$ cat config.mk
export PLATFORM = sky130hd
export DESIGN_NAME = nvfp4_q8_dot_accumulate_top
export DESIGN_NICKNAME = d
export VERILOG_FILES = /design/src/hdl/nqd_pkg.sv /design/src/hdl/nqd_datapath.sv /design/src/hdl/nqd_ctrl.sv /design/src/hdl/nvfp4_q8_dot_accumulate_top.sv
export VERILOG_INCLUDE_DIRS = /design/src /design/src/hdl
export SDC_FILE = /design/constraint.sdc
export NUM_CORES = 2
export LEC_CHECK = 0
export BUFFER_PORTS_ARGS = -buffer_cell sky130_fd_sc_hd__clkbuf_2
export CAP_MARGIN = 15
export CORE_ASPECT_RATIO = 0.6
export CORE_UTILIZATION = 60
export CTS_BUF_LIST = sky130_fd_sc_hd__clkbuf_8
export DETAILED_ROUTE_END_ITERATION = 10
export PLACE_DENSITY = 0.8
export SKIP_LAST_GASP = 1
export SLEW_MARGIN = 40
export SYNTH_ARGS = -nofsm -noshare
export SYNTH_HDL_FRONTEND = slang
export SYNTH_SLANG_ARGS = --single-unit
$ cat constraint.sdc
create_clock -name clk -period 7.94 [get_ports clk]
set_input_delay 0.397 -clock clk [delete_from_list [all_inputs] [get_ports clk]]
set_output_delay 0.397 -clock clk [all_outputs]
set_load 0.1 [all_outputs]
$ cat src/hdl/nvfp4_q8_dot_accumulate_top_defines.svh
// Assertion macros used by the FP4 by int8 dot accumulate controller
`ifndef NVFP4_Q8_DOT_ACCUMULATE_TOP_DEFINES_SVH
`define NVFP4_Q8_DOT_ACCUMULATE_TOP_DEFINES_SVH

// Same-cycle implication, checked outside reset
`define NQD_ASSERT_NOW(label, clk, rst_n, ante, cons, msg) \
	label: assert property (@(posedge clk) disable iff (!(rst_n)) (ante) |-> (cons)) \
		else $error(msg);

// Next-cycle implication, checked outside reset
`define NQD_ASSERT_NEXT(label, clk, rst_n, ante, cons, msg) \
	label: assert property (@(posedge clk) disable iff (!(rst_n)) (ante) |=> (cons)) \
		else $error(msg);

// Invariant that holds at every clock outside reset
`define NQD_ASSERT_ALWAYS(label, clk, rst_n, cond, msg) \
	label: assert property (@(posedge clk) disable iff (!(rst_n)) (cond)) \
		else $error(msg);

`endif

$ cat src/hdl/nqd_pkg.sv
// Shared types, constants and decode functions of the FP4 by int8 dot accumulator
package nqd_pkg;

	localparam int unsigned ACC_W   = 64;
	localparam int unsigned PROD1_W = 11;  // codebook magnitude times activation magnitude
	localparam int unsigned WH_W    = 29;  // weight scale units times fp16 mantissa
	localparam int unsigned MAG_W   = 40;  // full term magnitude before the exponent shift
	localparam int unsigned SHIFT_W = 5;
	localparam int unsigned WSC_W   = 18;  // decoded UE4M3 scale in units of 2^-9

	localparam logic [ACC_W-1:0] ACC_MAX = {1'b0, {(ACC_W-1){1'b1}}};
	localparam logic [ACC_W-1:0] ACC_MIN = {1'b1, {(ACC_W-1){1'b0}}};

	localparam logic [7:0] UE_ZERO_CODE = 8'h7f;
	localparam logic [4:0] HEXP_SPECIAL = 5'd31;

	typedef enum logic [2:0] {
		ST_IDLE,
		ST_MULT1,
		ST_MULT2,
		ST_TERM,
		ST_ADD_LO,
		ST_ADD_HI,
		ST_EMIT
	} nqd_state_t;

	typedef struct packed {
		logic load;
		logic mult1;
		logic mult2;
		logic term;
		logic add_lo;
		logic add_hi;
		logic emit;
	} nqd_cmd_t;

	typedef struct packed {
		logic last;
	} nqd_status_t;

	// Magnitude of an FP4 code, sign bit excluded
	function automatic logic [3:0] fp4_mag(input logic [2:0] code);
		logic [3:0] mag;
		case (code)
			3'd0:    mag = 4'd0;
			3'd1:    mag = 4'd1;
			3'd2:    mag = 4'd2;
			3'd3:    mag = 4'd3;
			3'd4:    mag = 4'd4;
			3'd5:    mag = 4'd6;
			3'd6:    mag = 4'd8;
			3'd7:    mag = 4'd12;
			default: mag = 4'd0;
		endcase
		return mag;
	endfunction

	// UE4M3 scale as an integer count of 2^-9
	function automatic logic [WSC_W-1:0] ue4m3_units(input logic [7:0] code);
		logic [3:0]       e;
		logic [2:0]       m;
		logic [WSC_W-1:0] val;
		e = code[6:3];
		m = code[2:0];
		if (code == 8'h00 || code == UE_ZERO_CODE) begin
			val = '0;
		end else if (e == 4'd0) begin
			val = WSC_W'(m);
		end else begin
			val = WSC_W'({1'b1, m}) << (e - 4'd1);
		end
		return val;
	endfunction

endpackage

$ cat src/hdl/nqd_datapath.sv
// Datapath: input capture, two multiply stages, term scaling and saturating accumulate
module nqd_datapath (
	input  logic                     clk,
	input  logic                     arst_n,
	input  nqd_pkg::nqd_cmd_t        cmd,
	output nqd_pkg::nqd_status_t     sts,
	input  logic [7:0]               packed_byte,
	input  logic [7:0]               scale_code,
	input  logic signed [7:0]        act_low,
	input  logic signed [7:0]        act_high,
	input  logic [15:0]              act_scale,
	input  logic                     last,
	output logic signed [63:0]       dot_sum,
	output logic                     overflow
);
	import nqd_pkg::*;

	typedef struct packed {
		logic [ACC_W-1:0] val;
		logic             ovf;
	} sat_res_t;

	// Scale a magnitude by 2^shift, apply sign and saturate to int64
	function automatic sat_res_t make_term(input logic [MAG_W-1:0] mag, input logic neg,
		input logic [SHIFT_W-1:0] shift);
		logic [MAG_W+28:0] sh;
		sat_res_t          res;
		sh = {29'b0, mag} << shift;
		res.ovf = 1'b0;
		if (sh[MAG_W+28:ACC_W] != '0 || (sh[ACC_W-1] && sh[ACC_W-2:0] != '0)) begin
			res.ovf = 1'b1;
			res.val = neg ? ACC_MIN : ACC_MAX;
		end else if (sh[ACC_W-1]) begin
			res.ovf = !neg;
			res.val = neg ? ACC_MIN : ACC_MAX;
		end else if (neg) begin
			res.val = '0 - sh[ACC_W-1:0];
		end else begin
			res.val = sh[ACC_W-1:0];
		end
		return res;
	endfunction

	// Signed add that clamps on overflow
	function automatic sat_res_t sat_add(input logic [ACC_W-1:0] a, input logic [ACC_W-1:0] b);
		logic [ACC_W-1:0] sum;
		sat_res_t         res;
		sum = a + b;
		res.ovf = (a[ACC_W-1] == b[ACC_W-1]) && (sum[ACC_W-1] != a[ACC_W-1]);
		res.val = res.ovf ? (a[ACC_W-1] ? ACC_MIN : ACC_MAX) : sum;
		return res;
	endfunction

	// captured item
	logic [7:0]  byte_q;
	logic [7:0]  scale_q;
	logic [7:0]  act_lo_q;
	logic [7:0]  act_hi_q;
	logic [15:0] hscale_q;
	logic        last_q;

	logic [PROD1_W-1:0] p_lo_q, p_hi_q;
	logic [WH_W-1:0]    wh_q;
	logic [MAG_W-1:0]   mag_lo_q, mag_hi_q;
	logic [ACC_W-1:0]   term_lo_q, term_hi_q;
	logic [ACC_W-1:0]   acc_q;
	logic               ovf_q;
	logic [ACC_W-1:0]   dot_sum_q;
	logic               overflow_q;

	logic [4:0]         hexp;
	logic               hinf;
	logic [10:0]        hmant;
	logic [SHIFT_W-1:0] shift;
	logic [7:0]         amag_lo, amag_hi;
	logic [11:0]        p_lo_full, p_hi_full;
	logic [WH_W-1:0]    wh_prod;
	logic               neg_lo, neg_hi;
	sat_res_t           t_lo, t_hi, add_res;

	// fp16 scale fields
	assign hexp  = hscale_q[14:10];
	assign hinf  = (hexp == HEXP_SPECIAL);
	assign hmant = {hexp != 5'd0, hscale_q[9:0]};
	assign shift = (hexp != 5'd0) ? (hexp - 5'd1) : '0;

	// activation magnitudes and term signs
	assign amag_lo = act_lo_q[7] ? (~act_lo_q + 8'd1) : act_lo_q;
	assign amag_hi = act_hi_q[7] ? (~act_hi_q + 8'd1) : act_hi_q;
	assign neg_lo  = hscale_q[15] ^ byte_q[3] ^ act_lo_q[7];
	assign neg_hi  = hscale_q[15] ^ byte_q[7] ^ act_hi_q[7];

	// first multiply stage
	assign p_lo_full = 12'(fp4_mag(byte_q[2:0])) * 12'(amag_lo);
	assign p_hi_full = 12'(fp4_mag(byte_q[6:4])) * 12'(amag_hi);
	assign wh_prod   = WH_W'(ue4m3_units(scale_q)) * WH_W'(hmant);

	assign t_lo = make_term(mag_lo_q, neg_lo, shift);
	assign t_hi = make_term(mag_hi_q, neg_hi, shift);

	// one adder serves both terms, low element first
	assign add_res = sat_add(acc_q, cmd.add_hi ? term_hi_q : term_lo_q);

	// capture, multiply, term and output registers
	always_ff @(posedge clk) begin
		if (cmd.load) begin
			byte_q   <= packed_byte;
			scale_q  <= scale_code;
			act_lo_q <= act_low;
			act_hi_q <= act_high;
			hscale_q <= act_scale;
			last_q   <= last;
		end
		if (cmd.mult1) begin
			p_lo_q <= p_lo_full[PROD1_W-1:0];
			p_hi_q <= p_hi_full[PROD1_W-1:0];
			wh_q   <= wh_prod;
		end
		if (cmd.mult2) begin
			mag_lo_q <= MAG_W'(p_lo_q) * MAG_W'(wh_q);
			mag_hi_q <= MAG_W'(p_hi_q) * MAG_W'(wh_q);
		end
		if (cmd.term) begin
			term_lo_q <= hinf ? '0 : t_lo.val;
			term_hi_q <= hinf ? '0 : t_hi.val;
		end
		if (cmd.emit) begin
			dot_sum_q  <= acc_q;
			overflow_q <= ovf_q;
		end
	end

	// accumulator and sticky overflow flag
	always_ff @(posedge clk or negedge arst_n) begin
		if (!arst_n) begin
			acc_q <= '0;
			ovf_q <= 1'b0;
		end else if (cmd.emit) begin
			acc_q <= '0;
			ovf_q <= 1'b0;
		end else if (cmd.term) begin
			if (hinf || t_lo.ovf || t_hi.ovf) begin
				ovf_q <= 1'b1;
			end
		end else if (cmd.add_lo || cmd.add_hi) begin
			acc_q <= add_res.val;
			if (add_res.ovf) begin
				ovf_q <= 1'b1;
			end
		end
	end

	assign sts.last = last_q;
	assign dot_sum  = dot_sum_q;
	assign overflow = overflow_q;

endmodule

$ cat src/hdl/nqd_ctrl.sv
// Controller: sequences each item through the datapath and holds the result valid flag
`include "nvfp4_q8_dot_accumulate_top_defines.svh"

module nqd_ctrl (
	input  logic                 clk,
	input  logic                 arst_n,
	input  logic                 in_valid,
	output logic                 in_stall,
	output logic                 out_valid,
	input  logic                 out_stall,
	output nqd_pkg::nqd_cmd_t    cmd,
	input  nqd_pkg::nqd_status_t sts
);
	import nqd_pkg::*;

	nqd_state_t state_q, state_d;
	logic       out_valid_q;
	logic       out_free;

	assign out_free = !out_valid_q || !out_stall;

	// next state
	always_comb begin
		state_d = state_q;
		case (state_q)
			ST_IDLE:   if (in_valid) state_d = ST_MULT1;
			ST_MULT1:  state_d = ST_MULT2;
			ST_MULT2:  state_d = ST_TERM;
			ST_TERM:   state_d = ST_ADD_LO;
			ST_ADD_LO: state_d = ST_ADD_HI;
			ST_ADD_HI: state_d = sts.last ? ST_EMIT : ST_IDLE;
			ST_EMIT:   if (out_free) state_d = ST_IDLE;
			default:   state_d = ST_IDLE;
		endcase
	end

	// commands
	always_comb begin
		cmd      = '0;
		in_stall = 1'b1;
		case (state_q)
			ST_IDLE: begin
				in_stall = 1'b0;
				cmd.load = in_valid;
			end
			ST_MULT1:  cmd.mult1  = 1'b1;
			ST_MULT2:  cmd.mult2  = 1'b1;
			ST_TERM:   cmd.term   = 1'b1;
			ST_ADD_LO: cmd.add_lo = 1'b1;
			ST_ADD_HI: cmd.add_hi = 1'b1;
			ST_EMIT:   cmd.emit   = out_free;
			default:   cmd        = '0;
		endcase
	end

	// state and output valid
	always_ff @(posedge clk or negedge arst_n) begin
		if (!arst_n) begin
			state_q     <= ST_IDLE;
			out_valid_q <= 1'b0;
		end else begin
			state_q <= state_d;
			if (cmd.emit) begin
				out_valid_q <= 1'b1;
			end else if (!out_stall) begin
				out_valid_q <= 1'b0;
			end
		end
	end

	assign out_valid = out_valid_q;

	`NQD_ASSERT_NOW(a_emit_free, clk, arst_n, cmd.emit, !out_valid_q || !out_stall, "emit while output register held")
	`NQD_ASSERT_NEXT(a_accept_starts, clk, arst_n, in_valid && !in_stall, state_q == ST_MULT1, "accepted item did not start")
	`NQD_ASSERT_NEXT(a_last_emits, clk, arst_n, state_q == ST_ADD_HI && sts.last, state_q == ST_EMIT, "last item skipped emit")
	`NQD_ASSERT_ALWAYS(a_cmd_onehot, clk, arst_n, $onehot0({cmd.load, cmd.mult1, cmd.mult2, cmd.term, cmd.add_lo, cmd.add_hi, cmd.emit}), "overlapping datapath commands")

endmodule

$ cat src/hdl/nvfp4_q8_dot_accumulate_top.sv
// Top level of the FP4 weight by int8 activation dot accumulator
//
// Input channel (in_valid/in_stall): one item per packed weight byte, with
// its UE4M3 sub-block scale, the two int8 activations and the fp16 block
// scale. Each item adds two exact terms into a 64-bit accumulator with LSB
// 2^-34, saturating and flagging on overflow or an inf/NaN scale.
// Output channel (out_valid/out_stall): one result, dot_sum and overflow,
// for each item with last set; the accumulator and flag then clear.
// Sequencing: in_stall stays high until the item in flight is done; the
// sequencer walks each item through two multiply steps, term scaling and
// one shared accumulator adder used twice. An item with last then goes
// to an emit state, which loads the output register and raises out_valid.
// The output register parts the two sides: items keep being accepted while a
// result waits; a last item whose result finds the register still held under
// stall waits until that result is taken.
// Reset (arst_n low) clears the accumulator, the flag and out_valid.
module nvfp4_q8_dot_accumulate_top (
	input  logic               clk,
	input  logic               arst_n,
	input  logic               in_valid,
	output logic               in_stall,
	input  logic [7:0]         packed_byte,
	input  logic [7:0]         scale_code,
	input  logic signed [7:0]  act_low,
	input  logic signed [7:0]  act_high,
	input  logic [15:0]        act_scale,
	input  logic               last,
	output logic               out_valid,
	input  logic               out_stall,
	output logic signed [63:0] dot_sum,
	output logic               overflow
);
	import nqd_pkg::*;

	nqd_cmd_t    cmd;
	nqd_status_t sts;

	nqd_ctrl u_ctrl (
		.clk       (clk),
		.arst_n    (arst_n),
		.in_valid  (in_valid),
		.in_stall  (in_stall),
		.out_valid (out_valid),
		.out_stall (out_stall),
		.cmd       (cmd),
		.sts       (sts)
	);

	nqd_datapath u_datapath (
		.clk         (clk),
		.arst_n      (arst_n),
		.cmd         (cmd),
		.sts         (sts),
		.packed_byte (packed_byte),
		.scale_code  (scale_code),
		.act_low     (act_low),
		.act_high    (act_high),
		.act_scale   (act_scale),
		.last        (last),
		.dot_sum     (dot_sum),
		.overflow    (overflow)
	);

endmodule
**Word-level counts from Yosys, hierarchy flattened**

Memories as Yosys holds them, arrays and structs flattened. A register that Yosys moved wholly into a read port is not among the register bits.
Cells that the tools add are included.

- Register bits: 442
- Bits in read-only memories: 64
- Input bits: 53
- Output and inout port bits: 67
- Logic and storage cells: 127
- Memories kept: 2

- $add $sub $neg: 7
- $mul: 5
- Equal/unequal tests: 15
- Shift-type cells: 3
- Muxes and demuxes: 42
- Bitwise operators: 6
- Reductions and logical operators: 28

Memory list:

| name | depth | width | read ports | clocked after Yosys merged registers in | wr ports | RTL line | RTL |
|---|---|---|---|---|---|---|---|
| (name not given) | 8 | 4 | 1 | 1 | 0 | nqd_pkg.sv:44 | `case (code)` |
| (name not given) | 8 | 4 | 1 | 1 | 0 | nqd_pkg.sv:44 |  |

Operator list:

| operator | number |
|---|---|
| $mux W64 | 12 |
| $shl A40 B5 Y69 | 2 |
| $mux W65 | 2 |
| $sub A1 B64 Y64 const A | 2 |
| $reduce_bool A63 Y1 | 2 |
| $mul A11 B29 Y40 | 2 |
| $add A64 B64 Y64 | 1 |
| $mux W18 | 2 |
| $mul A18 B11 Y29 | 1 |
| $mul A4 B8 Y11 | 2 |
| $pmux W3 S7 | 1 |
| $shl A4 B4 Y18 | 1 |
| $mux W1 | 17 |
| $add A8 B1 Y8 const B | 2 |
| $mux W8 | 2 |
| $not A8 Y8 | 2 |
| $mux W3 | 5 |
| $reduce_bool A5 Y1 | 3 |
| $eq A3 B3 Y1 const B | 3 |
| $eq A8 B7 Y1 const B | 1 |
| $logic_not A8 Y1 | 1 |
| $logic_or A1 B1 Y1 | 7 |
| $eq A3 B2 Y1 const B | 2 |
| $reduce_bool A3 Y1 | 2 |
| other kinds (18) | 29 |

**Depth between registers and ports, before layout**

- Word-level depth: 12
- Depth in mapped cells: 33
- Mapped depth without buffers: 31

**Cells and area by module**

Synthesis repeated with hierarchy kept, for this count alone.

- Cell total of the unflattened synthesis: 6616
- Area total of the unflattened synthesis: 58641.2 µm²

Modules (own cells, without submodules):

| module | times used | cells each | area each (µm²) | seq. area each (µm²) |
|---|---|---|---|---|
| nqd_datapath | 1 | 6586 | 58377.2 | 12987.5 |
| nqd_ctrl | 1 | 30 | 264.0 | 100.1 |

**Least setup slack after synthesis**

No wires, ideal clock.

- Path type: flip-flop to flip-flop
- Start point: register u_datapath.hscale_q[10]
- End point: register u_datapath.wh_q[27], data pin
- Library setup time: 259 ps
- Arrival time: 7321 ps
- Data required time: 7681 ps
- Setup slack: 360 ps
- Stages on the path, launching flop included: 30
- Buffers on the path: 8
- Period minus slack after synthesis: 7580 ps
- Cells stage by stage: edfxtp_1 -> inv_1 -> clkbuf_1 -> ha_1 -> nor4b_4 -> buf_4 -> buf_6 -> buf_6 -> buf_6 -> clkbuf_1 -> buf_2 -> buf_1 -> nor4_1 -> fa_1 -> fa_1 -> fa_1 -> fa_1 -> inv_1 -> fa_1 -> inv_1 -> ha_1 -> a21o_1 -> a21o_1 -> or3_1 -> o211a_1 -> a41oi_1 -> a21oi_1 -> a41o_1 -> o211ai_1 -> xnor2_1

- Cells in the longest elaborated chain, start to end: 2

RTL lines:

| item | RTL line | RTL |
|---|---|---|
| from (decl) | nqd_datapath.sv:59 | `logic [15:0] hscale_q;` |
| from (signal assigned) | nqd_datapath.sv:111 | `hscale_q <= act_scale;` |
| $reduce_bool A5 Y1 | nqd_datapath.sv:84 | `assign hmant = {hexp != 5'd0, hscale_q[9:0]};` |
| $mul A18 B11 Y29 | nqd_datapath.sv:96 | `assign wh_prod = WH_W'(ue4m3_units(scale_q)) * WH_W'(hmant);` |
| named net u_datapath.wh_prod[27] | nqd_datapath.sv:77 | `logic [WH_W-1:0] wh_prod;` |
| to (signal assigned) | nqd_datapath.sv:117 | `wh_q <= wh_prod;` |
| to (decl) | nqd_datapath.sv:63 | `logic [WH_W-1:0] wh_q;` |

The timed path passes the listed nets, and every way through them passes these cells.
A chain may end at the register's enable or synchronous reset.

**Worst setup path in the final report**

- Start point: register u_datapath.wh_q[6]
- End point: register u_datapath.mag_hi_q[38], data pin

- Cells in the longest elaborated chain, start to end: 1

RTL lines:

| item | RTL line | RTL |
|---|---|---|
| $mul A11 B29 Y40 | nqd_datapath.sv:121 | `mag_hi_q <= MAG_W'(p_hi_q) * MAG_W'(wh_q);` |
| to (signal assigned) | nqd_datapath.sv:121 |  |
| to (decl) | nqd_datapath.sv:64 | `logic [MAG_W-1:0] mag_lo_q, mag_hi_q;` |

No other way between the ends.

==> flow_summary.rst <==
.. list-table::
   :header-rows: 1

   * - Metric
     - Value
   * - Yosys warnings
     - 0
   * - R2r endpoint
     - u_datapath.mag_hi_q[38]
   * - Slew at the pin with the worst max-slew slack
     - 1.07 ns
   * - Total stage count of the critical path
     - 25
   * - Final setup skew
     - 0.0570 ns
   * - Clk_lat worst skew
     - 0.80 ns
   * - Core area
     - 96800 sq um
   * - R2r worst-path depth
     - 25
   * - Largest driver fanout on the critical path
     - 19
   * - Family with the most delay on the worst path
     - adder cells
   * - Post-Route Utilization
     - 65.7%
   * - Die Span Y
     - 245 um
   * - Tcrit/Tclk final
     - 95.8%
   * - Initial core utilization
     - 61.0%
   * - CP endpoint kind
     - register
   * - Crit-path slowest cell
     - sky130_fd_sc_hd__edfxtp_1
   * - Max Clock Freq
     - 131 MHz
   * - Biggest cell delay along the critical path
     - 0.90 ns
   * - Mean routed wirelength per cell
     - 24.7 um
   * - Part of the Yosys area used for sequential elements
     - 22.2%
   * - Worst max-slew margin expressed relative to the limit
     - 26.8%
   * - Worst Path Required
     - 8.48 ns
   * - Number of I/O port buffers
     - 119
   * - Number of setup violations in the final report
     - 0
   * - Number of placement rows
     - 88
   * - Total routing resource utilization after global routing
     - 39.8%
   * - DRC violation count after routing
     - 0
   * - Global-route wire length before repair
     - 303000 um
   * - Vias per inst
     - 6.47
   * - Global placer's final weighted congestion
     - 1.08
   * - Number of nets with antenna violations after routing
     - 0
   * - Flip-flop and latch count after synthesis
     - 450
   * - Clock transition at path regs
     - 0.06 ns
   * - Worst reg2reg setup slack
     - 0.33 ns
   * - Post-detail-place hpwl
     - 155000 um
   * - Setup repair after global routing missed its margin
     - true
   * - TritonCTS clock tree
     - done
   * - Result of the run
     - completed
   * - Via count of the first global-routing pass
     - 49400
   * - Setup bufs post-CTS
     - 0
   * - Root buffer cell
     - sky130_fd_sc_hd__clkbuf_8
   * - Leading register cell type out of synthesis
     - sky130_fd_sc_hd__edfxtp_1
   * - Initial antenna violation count
     - 5
   * - Final critical path time including I/O delays and setup
     - 7.61 ns
   * - Mean instance size in the synthesized netlist
     - 8.88 sq um
   * - Synth Cell Area
     - 59100 sq um
   * - Wire length reported by the detailed router
     - 198000 um
   * - Die width
     - 407 um
   * - CTS Buf Count
     - 74
   * - Final max-slew violation count
     - 0
   * - Final net count
     - 7695
   * - Distinct cells, synth
     - 107
   * - Largest net degree at the start of global routing
     - 134
   * - Relative area change from synthesis to final layout
     - 7.68%
   * - Number of max-cap violations
     - 0
   * - HP Class
     - in -> async
   * - Deepest clock path buffer count
     - 3
   * - Number of iterations in the first detailed-routing pass
     - 6
   * - H-tree levels
     - 3
   * - Full die area
     - 99800 sq um
   * - Launching element type of the critical path
     - register
   * - Proportion of layout cells with a drive suffix above 1
     - 9.47%
   * - Final Hold Viols
     - 0
   * - Via total after detailed routing
     - 52000
   * - Grt total ovfl
     - 0
   * - IO Pins
     - 120
   * - Post-synthesis net count
     - 7678
   * - Number of buffer and inverter instances along the worst setup path
     - 5
   * - DR iter-0 viols
     - 6877
   * - Post-synth ARST share
     - 15.3%
   * - Crit path arrival time
     - 8.15 ns
   * - Synthesized netlist cell count
     - 6650
   * - Post-synth EDFFs
     - 373
   * - Total number of clock tree sinks
     - 450
   * - Startpoint of the most critical register-to-register path
     - u_datapath.wh_q[6]
   * - Critical path type
     - reg -> reg
## stage by stage
step	setup WS (ns)	cell area [sq um]	cells	hold WS, ns	setup TNS [ns]
5_1_grt	-0.0219	63600	8039	0.125	-0.0219
4_1_cts	0.218	63300	8019	0.245	0
3_5_place_dp	0.244	61200	7828	0.283	0
2_1_floorplan	0.360	59100	6650	0.101	0
3_3_place_gp	0.458	61000	7818	0.279	0
6_report	0.334	63600	8042	0.163	0
## how the worst max path moves through the flow
stage,startpoint,endpoint
floorplan,u_datapath.hscale_q[10],u_datapath.wh_q[27]
global placement,u_datapath.scale_q[6],u_datapath.wh_q[27]
detailed placement,u_datapath.scale_q[6],u_datapath.wh_q[27]
CTS,u_datapath.scale_q[6],u_datapath.wh_q[27]
global route,u_datapath.scale_q[3],u_datapath.wh_q[27]
finish,u_datapath.wh_q[6],u_datapath.mag_hi_q[38]
## placed cells by master, fill, tap and decap left out, drive strengths merged, types with 33 or more instances in the layout
cell	instances
nand2	927
fa	652
inv	652
and2	429
o21ai	399
edfxtp	373
a21oi	361
ha	323
nor2	323
clkbuf	202
buf	200
nand3	175
xnor2	167
nor3	163
mux2i	149
a31oi	121
a21o	88
mux2	85
dfrtp	69
a2111oi	69
xor2	67
nand2b	59
dlygate4sd3	52
o31ai	41
and3	39
o211ai	37
o21bai	34
or3	33
a211oi	33
## layout make-up
type | count | area [sq um]
clock inverters | 55 | 430
repair buffers | 371 | 2900
flip-flops and latches | 450 | 13100
clock buffers | 83 | 1140
fillers | 7874 | 33200
inverters | 627 | 2360
multi-input cells | 5143 | 42000
well taps | 1305 | 1630
diodes | 8 | 20.0
## cell families (layout without fill, tap and decap cells)
group           after synthesis  after routing  synth area share, %
other cells                   0              8                    0
mux                         245            245                 4.60
compound gates             1381           1381                 14.7
flops                       450            450                 22.2
simple gates               2307           2307                 18.8
buf+inv                    1057           1136                 7.25
xor+xnor                    234            234                 3.47
fa+ha+maj                   976            976                 28.9
## Yosys cell counts, types with 39 or more instances
cell type                   number  area share (%)
sky130_fd_sc_hd__nand2_1       926             5.9
sky130_fd_sc_hd__fa_1          652              22
sky130_fd_sc_hd__inv_1         626             4.0
sky130_fd_sc_hd__and2_1        426             4.5
sky130_fd_sc_hd__o21ai_0       391             3.3
sky130_fd_sc_hd__edfxtp_1      373              19
sky130_fd_sc_hd__a21oi_1       359             3.0
sky130_fd_sc_hd__ha_1          323             6.8
sky130_fd_sc_hd__nor2_1        323             2.1
sky130_fd_sc_hd__clkbuf_1      301             1.9
sky130_fd_sc_hd__nand3_1       174             1.5
sky130_fd_sc_hd__xnor2_1       167             2.5
sky130_fd_sc_hd__nor3_1        160             1.4
sky130_fd_sc_hd__mux2i_1       145             2.5
sky130_fd_sc_hd__a31oi_1       117             1.2
sky130_fd_sc_hd__a21o_1         88             1.1
sky130_fd_sc_hd__mux2_2         85             1.6
sky130_fd_sc_hd__dfrtp_1        69             2.9
sky130_fd_sc_hd__a2111oi_0      68             1.0
sky130_fd_sc_hd__xor2_1         67            0.99
sky130_fd_sc_hd__buf_2          62            0.53
sky130_fd_sc_hd__nand2b_1       59            0.62
sky130_fd_sc_hd__o31ai_1        41            0.52
sky130_fd_sc_hd__and3_1         39            0.41
## layer usage
layer / up-vias / routed length, um / GRT usage [%]
met5: - / 575 / 0.814
met4: 16 / 3040 / 6.86
met3: 274 / 30600 / 17.1
met2: 3175 / 74400 / 50.3
met1: 25800 / 89700 / 62.0
li1: 22700 / - / -
## sequential cells by signal, indices dropped and copies added, names as in the netlist, 3 cells and up, named ones only
name	flops
u_ctrl.state_q	3
u_datapath.acc_q	64
u_datapath.act_hi_q	8
u_datapath.act_lo_q	8
u_datapath.byte_q	8
u_datapath.dot_sum	64
u_datapath.hscale_q	16
u_datapath.mag_hi_q	40
u_datapath.mag_lo_q	40
u_datapath.p_hi_q	11
u_datapath.p_lo_q	11
u_datapath.scale_q	8
u_datapath.term_hi_q	64
u_datapath.term_lo_q	64
u_datapath.wh_q	29
## worst reg2reg max path, cell delays in order (launching register included)
cell	delay, ns
sky130_fd_sc_hd__edfxtp_1	0.90
sky130_fd_sc_hd__nand2_1	0.19
sky130_fd_sc_hd__fa_1	0.56
sky130_fd_sc_hd__inv_1	0.06
sky130_fd_sc_hd__fa_1	0.51
sky130_fd_sc_hd__inv_1	0.07
sky130_fd_sc_hd__fa_1	0.54
sky130_fd_sc_hd__inv_1	0.05
sky130_fd_sc_hd__fa_1	0.48
sky130_fd_sc_hd__inv_1	0.05
sky130_fd_sc_hd__fa_1	0.48
sky130_fd_sc_hd__inv_1	0.05
sky130_fd_sc_hd__ha_1	0.20
sky130_fd_sc_hd__or3_1	0.40
sky130_fd_sc_hd__nor2_1	0.10
sky130_fd_sc_hd__o21ai_0	0.14
sky130_fd_sc_hd__a32o_1	0.30
sky130_fd_sc_hd__nand2_1	0.12
sky130_fd_sc_hd__a21oi_1	0.12
sky130_fd_sc_hd__o211ai_1	0.39
sky130_fd_sc_hd__a31oi_1	0.30
sky130_fd_sc_hd__a41o_1	0.36
sky130_fd_sc_hd__or4_1	0.46
sky130_fd_sc_hd__a31oi_1	0.27
sky130_fd_sc_hd__o21ai_0	0.13
sky130_fd_sc_hd__xor2_1	0.15
## what timing repair did
item                                   CTS  global route
setup endpoints to repair                0             6
hold buffers                            53             0
endpoints found under the hold margin  106             0
resized for setup                        0             4
Power is not shown: default switching activity piles up to over one toggle a cycle in this logic, so the estimate is an artifact.
